### config.mk
export PLATFORM = sky130hd
export DESIGN_NAME = four_channel_moving_average_top
export DESIGN_NICKNAME = d
export VERILOG_FILES = /design/src/rtl/core/fcma_pkg.sv /design/src/rtl/core/four_channel_moving_average_top.sv /design/src/rtl/core/fcma_lane.sv /design/src/rtl/core/fcma_merge.sv
export SDC_FILE = /design/constraint.sdc
export NUM_CORES = 2
export LEC_CHECK = 0
export BUFFER_PORTS_ARGS = -buffer_cell sky130_fd_sc_hd__clkbuf_2
export CORE_ASPECT_RATIO = 0.75
export CORE_MARGIN = 3
export CORE_UTILIZATION = 30
export DETAILED_ROUTE_END_ITERATION = 8
export GPL_ROUTABILITY_DRIVEN = 1
export SLEW_MARGIN = 20
export SYNTH_ARGS = -nofsm -noshare
export SYNTH_HDL_FRONTEND = slang
export SYNTH_SLANG_ARGS = --single-unit
### constraint.sdc
create_clock -name clk -period 14.1 [get_ports clk]
set_input_delay 2.115 -clock clk [delete_from_list [all_inputs] [get_ports clk]]
set_output_delay 2.115 -clock clk [all_outputs]
set_load 0.01 [all_outputs]
### src/rtl/core/fcma_pkg.sv
// ----------------------------------------------------------------------------
// fcma_pkg
// Shared types for the four-channel boxcar moving average.
// ----------------------------------------------------------------------------
package fcma_pkg;

    typedef enum logic {
        ACT_UPDATE = 1'b0,
        ACT_FILL   = 1'b1
    } fcma_action_t;

    // Per-cycle strobes from the pipeline control to every lane
    typedef struct packed {
        logic rd_en;    // request accepted: read window entry at ring position
        logic stale;    // fill in flight: the entry just read is superseded
        logic commit;   // stage 1 advances: update sum and window
        logic fill;     // stage 1 request is a fill
        logic mean_en;  // stage 2 advances: register rounded mean
    } fcma_lane_ctl_t;

endpackage

### src/rtl/core/four_channel_moving_average_top.sv
// ----------------------------------------------------------------------------
// four_channel_moving_average_top
// Four-lane boxcar moving average with running sums and rounded means.
// ----------------------------------------------------------------------------
// Pipeline: after acceptance a request passes the sum update, reciprocal
// multiply and merge/output registers before result_valid rises.
// Throughput: one request per cycle; the pipeline stalls only from result_stall.
// Reset: asynchronous, clears windows (via valid bits), sums, ring position
// and all pipeline valids; no clearing pass is needed.
module four_channel_moving_average_top #(
    parameter int WINDOW      = 15,
    parameter int SAMPLE_BITS = 10
) (
    input  logic                   clk,
    input  logic                   rst_n,
    input  logic                   sample_valid,
    output logic                   sample_stall,
    input  logic                   action,
    input  logic [SAMPLE_BITS-1:0] rear_left_reading,
    input  logic [SAMPLE_BITS-1:0] rear_right_reading,
    input  logic [SAMPLE_BITS-1:0] target_left_reading,
    input  logic [SAMPLE_BITS-1:0] target_right_reading,
    output logic                   result_valid,
    input  logic                   result_stall,
    output logic [SAMPLE_BITS-1:0] rear_left_mean,
    output logic [SAMPLE_BITS-1:0] rear_right_mean,
    output logic [SAMPLE_BITS-1:0] target_left_mean,
    output logic [SAMPLE_BITS-1:0] target_right_mean,
    output logic [SAMPLE_BITS:0]   rear_pair_total,
    output logic [SAMPLE_BITS:0]   target_pair_total
);

    localparam int AW = $clog2(WINDOW);

    logic                     v1_reg, v1_next;
    logic                     v2_reg, v2_next;
    logic                     v3_reg, v3_next;
    logic                     vo_reg, vo_next;
    logic                     s1_fill_reg, s1_fill_next;
    logic [AW-1:0]            s1_addr_reg, s1_addr_next;
    logic [AW-1:0]            pos_reg, pos_next;
    logic                     ld1, ld2, ld3, ld_o;
    logic                     accept;
    logic                     is_fill;
    fcma_pkg::fcma_lane_ctl_t lane_ctl;
    logic [SAMPLE_BITS-1:0]   rl_mean, rr_mean, tl_mean, tr_mean;

    // each stage moves when the next one is empty or moving
    assign ld_o   = ~vo_reg | ~result_stall;
    assign ld3    = ~v3_reg | ld_o;
    assign ld2    = ~v2_reg | ld3;
    assign ld1    = ~v1_reg | ld2;
    assign accept = sample_valid & ld1;
    assign is_fill = (fcma_pkg::fcma_action_t'(action) == fcma_pkg::ACT_FILL);

    assign sample_stall = ~ld1;
    assign result_valid = vo_reg;

    always_comb
    begin
        v1_next      = ld1  ? sample_valid : v1_reg;
        v2_next      = ld2  ? v1_reg       : v2_reg;
        v3_next      = ld3  ? v2_reg       : v3_reg;
        vo_next      = ld_o ? v3_reg       : vo_reg;
        s1_fill_next = s1_fill_reg;
        s1_addr_next = s1_addr_reg;
        pos_next     = pos_reg;
        if (accept)
        begin
            s1_fill_next = is_fill;
            s1_addr_next = pos_reg;
            if (!is_fill)
            begin
                pos_next = (pos_reg == AW'(WINDOW - 1)) ? '0 : pos_reg + 1'b1;
            end
        end
    end

    always_ff @(posedge clk or negedge rst_n)
    begin
        if (!rst_n)
        begin
            v1_reg      <= 1'b0;
            v2_reg      <= 1'b0;
            v3_reg      <= 1'b0;
            vo_reg      <= 1'b0;
            s1_fill_reg <= 1'b0;
            s1_addr_reg <= '0;
            pos_reg     <= '0;
        end
        else
        begin
            v1_reg      <= v1_next;
            v2_reg      <= v2_next;
            v3_reg      <= v3_next;
            vo_reg      <= vo_next;
            s1_fill_reg <= s1_fill_next;
            s1_addr_reg <= s1_addr_next;
            pos_reg     <= pos_next;
        end
    end

    always_comb
    begin
        lane_ctl.rd_en   = accept;
        // a fill committing now overrides whatever the new request reads
        lane_ctl.stale   = v1_reg & s1_fill_reg;
        lane_ctl.commit  = v1_reg & ld2;
        lane_ctl.fill    = s1_fill_reg;
        lane_ctl.mean_en = v2_reg & ld3;
    end

    fcma_lane #(.WINDOW(WINDOW), .SAMPLE_BITS(SAMPLE_BITS)) u_lane_rl (
        .clk     (clk),
        .rst_n   (rst_n),
        .ctl     (lane_ctl),
        .rd_addr (pos_reg),
        .wr_addr (s1_addr_reg),
        .reading (rear_left_reading),
        .mean    (rl_mean)
    );

    fcma_lane #(.WINDOW(WINDOW), .SAMPLE_BITS(SAMPLE_BITS)) u_lane_rr (
        .clk     (clk),
        .rst_n   (rst_n),
        .ctl     (lane_ctl),
        .rd_addr (pos_reg),
        .wr_addr (s1_addr_reg),
        .reading (rear_right_reading),
        .mean    (rr_mean)
    );

    fcma_lane #(.WINDOW(WINDOW), .SAMPLE_BITS(SAMPLE_BITS)) u_lane_tl (
        .clk     (clk),
        .rst_n   (rst_n),
        .ctl     (lane_ctl),
        .rd_addr (pos_reg),
        .wr_addr (s1_addr_reg),
        .reading (target_left_reading),
        .mean    (tl_mean)
    );

    fcma_lane #(.WINDOW(WINDOW), .SAMPLE_BITS(SAMPLE_BITS)) u_lane_tr (
        .clk     (clk),
        .rst_n   (rst_n),
        .ctl     (lane_ctl),
        .rd_addr (pos_reg),
        .wr_addr (s1_addr_reg),
        .reading (target_right_reading),
        .mean    (tr_mean)
    );

    fcma_merge #(.SAMPLE_BITS(SAMPLE_BITS)) u_merge (
        .clk               (clk),
        .load              (ld_o & v3_reg),
        .rl_mean           (rl_mean),
        .rr_mean           (rr_mean),
        .tl_mean           (tl_mean),
        .tr_mean           (tr_mean),
        .rear_left_mean    (rear_left_mean),
        .rear_right_mean   (rear_right_mean),
        .target_left_mean  (target_left_mean),
        .target_right_mean (target_right_mean),
        .rear_pair_total   (rear_pair_total),
        .target_pair_total (target_pair_total)
    );

endmodule

### src/rtl/core/fcma_lane.sv
// ----------------------------------------------------------------------------
// fcma_lane
// One channel: sample window, running sum and rounded mean.
// ----------------------------------------------------------------------------
module fcma_lane #(
    parameter int WINDOW      = 15,
    parameter int SAMPLE_BITS = 10
) (
    input  logic                        clk,
    input  logic                        rst_n,
    input  fcma_pkg::fcma_lane_ctl_t    ctl,
    input  logic [$clog2(WINDOW)-1:0]   rd_addr,
    input  logic [$clog2(WINDOW)-1:0]   wr_addr,
    input  logic [SAMPLE_BITS-1:0]      reading,
    output logic [SAMPLE_BITS-1:0]      mean
);

    localparam int SW = $clog2(WINDOW * ((2 ** SAMPLE_BITS) - 1) + 1);
    // 2*sum + WINDOW stays below 2^XW
    localparam int XW    = SAMPLE_BITS + 1 + $clog2(WINDOW);
    localparam int DL    = $clog2(2 * WINDOW);
    localparam int SHIFT = XW + DL;
    localparam longint unsigned MulK =
        ((64'd1 << SHIFT) + 64'(2 * WINDOW) - 64'd1) / 64'(2 * WINDOW);
    localparam logic [XW:0] MUL_K = MulK[XW:0];

    logic [SAMPLE_BITS-1:0] mem [WINDOW];
    logic [SAMPLE_BITS-1:0] rd_q_reg;
    logic [SAMPLE_BITS-1:0] reading_s1_reg;
    logic                   rd_vld_reg;
    logic [WINDOW-1:0]      vbit_reg;
    logic [SAMPLE_BITS-1:0] fill_val_reg;
    logic [SW-1:0]          sum_reg;
    logic [SW-1:0]          sum_next;
    logic [SAMPLE_BITS-1:0] old_val;
    logic [XW-1:0]          dividend;
    logic [2*XW:0]          product;
    logic [SAMPLE_BITS-1:0] mean_reg;
    logic [SAMPLE_BITS-1:0] mean_next;

    // Window store: one read port at request time, one write port at commit
    always_ff @(posedge clk)
    begin
        if (ctl.rd_en)
        begin
            rd_q_reg       <= mem[rd_addr];
            reading_s1_reg <= reading;
        end
        if (ctl.commit && !ctl.fill)
        begin
            mem[wr_addr] <= reading_s1_reg;
        end
    end

    // Entries not written since the last fill (or reset) read as fill_val_reg
    always_comb
    begin
        old_val = rd_vld_reg ? rd_q_reg : fill_val_reg;
        if (ctl.fill)
        begin
            sum_next = SW'(reading_s1_reg) * SW'(WINDOW);
        end
        else
        begin
            sum_next = sum_reg - SW'(old_val) + SW'(reading_s1_reg);
        end
    end

    always_ff @(posedge clk or negedge rst_n)
    begin
        if (!rst_n)
        begin
            rd_vld_reg   <= 1'b0;
            vbit_reg     <= '0;
            fill_val_reg <= '0;
            sum_reg      <= '0;
        end
        else
        begin
            if (ctl.rd_en)
            begin
                rd_vld_reg <= vbit_reg[rd_addr] & ~ctl.stale;
            end
            if (ctl.commit)
            begin
                sum_reg <= sum_next;
                if (ctl.fill)
                begin
                    vbit_reg     <= '0;
                    fill_val_reg <= reading_s1_reg;
                end
                else
                begin
                    vbit_reg[wr_addr] <= 1'b1;
                end
            end
        end
    end

    // round half up: floor((2*sum + W) / (2*W)) by reciprocal multiply
    always_comb
    begin
        dividend  = (XW'(sum_reg) << 1) + XW'(WINDOW);
        product   = {{(XW + 1){1'b0}}, dividend} * {{XW{1'b0}}, MUL_K};
        mean_next = product[SHIFT +: SAMPLE_BITS];
    end

    always_ff @(posedge clk)
    begin
        if (ctl.mean_en)
        begin
            mean_reg <= mean_next;
        end
    end

    assign mean = mean_reg;

endmodule

### src/rtl/core/fcma_merge.sv
// ----------------------------------------------------------------------------
// fcma_merge
// Combines the four lane means into the result, with pair totals.
// ----------------------------------------------------------------------------
module fcma_merge #(
    parameter int SAMPLE_BITS = 10
) (
    input  logic                   clk,
    input  logic                   load,
    input  logic [SAMPLE_BITS-1:0] rl_mean,
    input  logic [SAMPLE_BITS-1:0] rr_mean,
    input  logic [SAMPLE_BITS-1:0] tl_mean,
    input  logic [SAMPLE_BITS-1:0] tr_mean,
    output logic [SAMPLE_BITS-1:0] rear_left_mean,
    output logic [SAMPLE_BITS-1:0] rear_right_mean,
    output logic [SAMPLE_BITS-1:0] target_left_mean,
    output logic [SAMPLE_BITS-1:0] target_right_mean,
    output logic [SAMPLE_BITS:0]   rear_pair_total,
    output logic [SAMPLE_BITS:0]   target_pair_total
);

    logic [SAMPLE_BITS-1:0] rl_reg;
    logic [SAMPLE_BITS-1:0] rr_reg;
    logic [SAMPLE_BITS-1:0] tl_reg;
    logic [SAMPLE_BITS-1:0] tr_reg;
    logic [SAMPLE_BITS:0]   rear_tot_reg;
    logic [SAMPLE_BITS:0]   target_tot_reg;
    logic [SAMPLE_BITS:0]   rear_tot_next;
    logic [SAMPLE_BITS:0]   target_tot_next;

    assign rear_tot_next   = {1'b0, rl_mean} + {1'b0, rr_mean};
    assign target_tot_next = {1'b0, tl_mean} + {1'b0, tr_mean};

    always_ff @(posedge clk)
    begin
        if (load)
        begin
            rl_reg         <= rl_mean;
            rr_reg         <= rr_mean;
            tl_reg         <= tl_mean;
            tr_reg         <= tr_mean;
            rear_tot_reg   <= rear_tot_next;
            target_tot_reg <= target_tot_next;
        end
    end

    assign rear_left_mean    = rl_reg;
    assign rear_right_mean   = rr_reg;
    assign target_left_mean  = tl_reg;
    assign target_right_mean = tr_reg;
    assign rear_pair_total   = rear_tot_reg;
    assign target_pair_total = target_tot_reg;

endmodule

==> impl_metrics.py <==
metrics = {
    "setup_path": {
        "worstPathArrival_ps": 6920,
        "cp_max_fo": 4,
        "cp-end-kind": "flop",
        "crit_type": "reg -> reg",
        "worst_ep_required_time_ps": 14520,
        "slowest_delay_ps": 700,
        "critPathMostFrequentCell": "ha_1",
        "crit_path_start_kind": "flop",
        "crit_slowest_cell": "a2111oi_1",
        "critPathTopFamily": "adder cells",
        "critPathBufInv": 3,
        "critical_path.cell_chain": "inv_1, ha_1, a2111oi_1, nand2_1, nor2_1, nand2_1, xnor2_1, ha_1, inv_1, fa_1, inv_1, fa_1, fa_1, ha_1, ha_1, a21oi_1, o21ai_0, a21oi_1, o22ai_1, o41ai_2, o21ai_1, o41ai_2, or2_1, xnor2_1",
    },
    "sta": {
        "skew_ps": 59.9,
        "tns_ps": 0,
        "max_freq_mhz": 154,
        "worstMarginPinSlew_ps": 1010,
        "max-slew-margin-rel_pct": 32.8,
        "setup_viol": 0,
        "timing.final.crit_share_pct": 46.1,
        "drv_slew": 0,
        "grt_setup_unrepaired": "no",
        "hold_violations": 0,
        "period_minus_slack_ps": 6500,
    },
    "yosys": {
        "synth_edf_count": 782,
        "ys_types": 74,
        "ys_warn_count": 0,
        "synth_nets": 4397,
        "ys.flop_type": "edfxtp_1",
        "synth_cells": 3674,
        "synth_seq_area_share_pct": 53.6,
        "synth-async-reset-ratio_pct": 18.1,
        "synth.avg_cell_area_um2": 14.1,
        "ys_ff_latch": 955,
        "netlist_area_um2": 51900,
    },
    "worst_hold_path": {
        "hold_path.class": "reg -> reg",
    },
    "floorplanning": {
        "die-height_um": 366,
        "dieArea_um2": 178000,
        "row_count": 131,
        "die_w_um": 486,
        "core_um2": 171000,
        "start_util_pct": 30.4,
        "io_pins": 109,
    },
    "cells_and_area": {
        "seq_area_um2": 27800,
        "final_net_count": 4543,
        "multi_input_area_um2": 22200,
        "layout_common_cells": "782 x edfxtp_1, 484 x ha_1, 425 x inv_1",
        "drive_gt1_share_pct": 14.7,
        "num-fill-cells": 16400,
        "area_growth_pct": 12.9,
        "final_common_cell": "edfxtp_1",
    },
    "clock_tree": {
        "worstSkewPairLatency_ps": 730,
        "cts_resized": 0,
        "cts_setup_buffers": 0,
        "ctsLongestPathBuffers": 3,
        "cts_num_sinks": 955,
        "cts_made_buffers": 96,
        "root_buffer": "clkbuf_16",
        "clk_pin_slew_ps": 70,
        "htree_levels": 3,
        "holdBufCountCts": 0,
        "tritoncts": "done",
    },
    "flow_run": {
        "cap_violations": 0,
    },
    "detailed_routing": {
        "wl_um": 119000,
        "viasPerCell": 4.73,
        "drtAntennaViolNets": 0,
        "drc": 0,
        "vias": 29100,
        "drtIter0Drc": 2321,
        "wl_per_cell_um": 19.3,
        "first_pass_iters": 6,
    },
    "global_route": {
        "grt_overflow": 0,
        "grt_max_degree": 113,
        "grt_antenna_before_repair": 5,
        "grt_pass1_wl_um": 184000,
        "grt_usage_pct": 13.4,
        "grt_pass1_vias": 29100,
    },
    "status": {
        "status": "complete, no violations",
    },
    "place": {
        "io_buffers": 108,
        "place.gp.congestion": 0.825,
        "post-dp-hpwl_um": 77800,
    },
}
[path summary, 6_finish.rpt]
path	from	to	slack (ps)	cells past startpoint
worst max register to register	u_lane_rr.sum_reg[0]	u_lane_rr.mean[9]	7600	24
max in group asynchronous	rst_n	u_lane_rr.sum_reg[1]	11460	2
min in group asynchronous	rst_n	v1_reg	1300	1
worst min register to register	u_lane_tr.mean[7]	u_merge.target_right_mean[7]	470	0
worst min-delay path	u_lane_tr.mean[7]	u_merge.target_right_mean[7]	470	0
worst max-delay path	u_lane_rr.sum_reg[0]	u_lane_rr.mean[9]	7600	24
[area by class of cell]
type                    count  share of cell area, %
clock buffers             118                   4.41
flip-flops and latches    955                   47.5
multi-input cells        2186                   37.9
well taps                2261                   4.82
inverters                 427                   2.74
diodes                      2                0.00853
clock inverters            63                   1.15
repair buffers            154                   1.54
[layer usage]
layer	track usage, %	routed length (µm)
met5	0	0
met4	2.51	1800
met3	2.88	7920
met2	18.6	48400
met1	21.2	60900
[Yosys cell counts, drive strengths merged, types with 47 or more instances]
master / n / share of area (%)
edfxtp: 782 / 45
ha: 484 / 12
inv: 426 / 3.1
nor2: 217 / 1.6
fa: 194 / 7.5
o21ai: 180 / 1.7
nand2: 177 / 1.3
mux4: 176 / 7.6
dfrtp: 173 / 8.3
xnor2: 141 / 2.4
a21oi: 102 / 1.0
clkbuf: 76 / 0.55
mux2i: 51 / 0.98
nor3: 47 / 0.47
[cell families after synthesis]
family / after synthesis / share of synthesized area, %
adders and majority gates: 678 / 19.1
xor gates and xnor gates: 180 / 3.04
DFF: 955 / 53.6
buffers and inverters: 533 / 3.89
muxes: 272 / 9.59
AOI/OAI and AO/OA: 486 / 5.96
and+or+nand+nor: 570 / 4.84
[metrics by stage]
| step | area [µm²] | setup WS (ps) | cells | utilization (%) | hold WS (ps) |
|---|---|---|---|---|---|
| after floorplan | 51900 | 6900 | 3674 | - | 431 |
| after global placement | 55400 | 7450 | 5983 | 32.4 | 458 |
| after detailed placement | 55400 | 7410 | 5983 | 32.4 | 466 |
| after CTS | 58600 | 7330 | 6164 | 34.3 | 481 |
| after global routing | 58600 | 7030 | 6165 | 34.3 | 490 |
| final | 58600 | 7600 | 6166 | 34.3 | 467 |
[worst reg2reg max path, cell delays in order, from the launching register on]
cell	delay [ps]
dfrtp_1	410
inv_1	110
ha_1	250
a2111oi_1	700
nand2_1	110
nor2_1	210
nand2_1	90
xnor2_1	310
ha_1	210
inv_1	50
fa_1	540
inv_1	50
fa_1	480
fa_1	430
ha_1	320
ha_1	290
a21oi_1	120
o21ai_0	100
a21oi_1	160
o22ai_1	140
o41ai_2	360
o21ai_1	230
o41ai_2	300
or2_1	160
xnor2_1	70
Power is left out: the tool's default activity adds up to more than one toggle a clock period on the data nets, which glitch-free logic cannot reach.
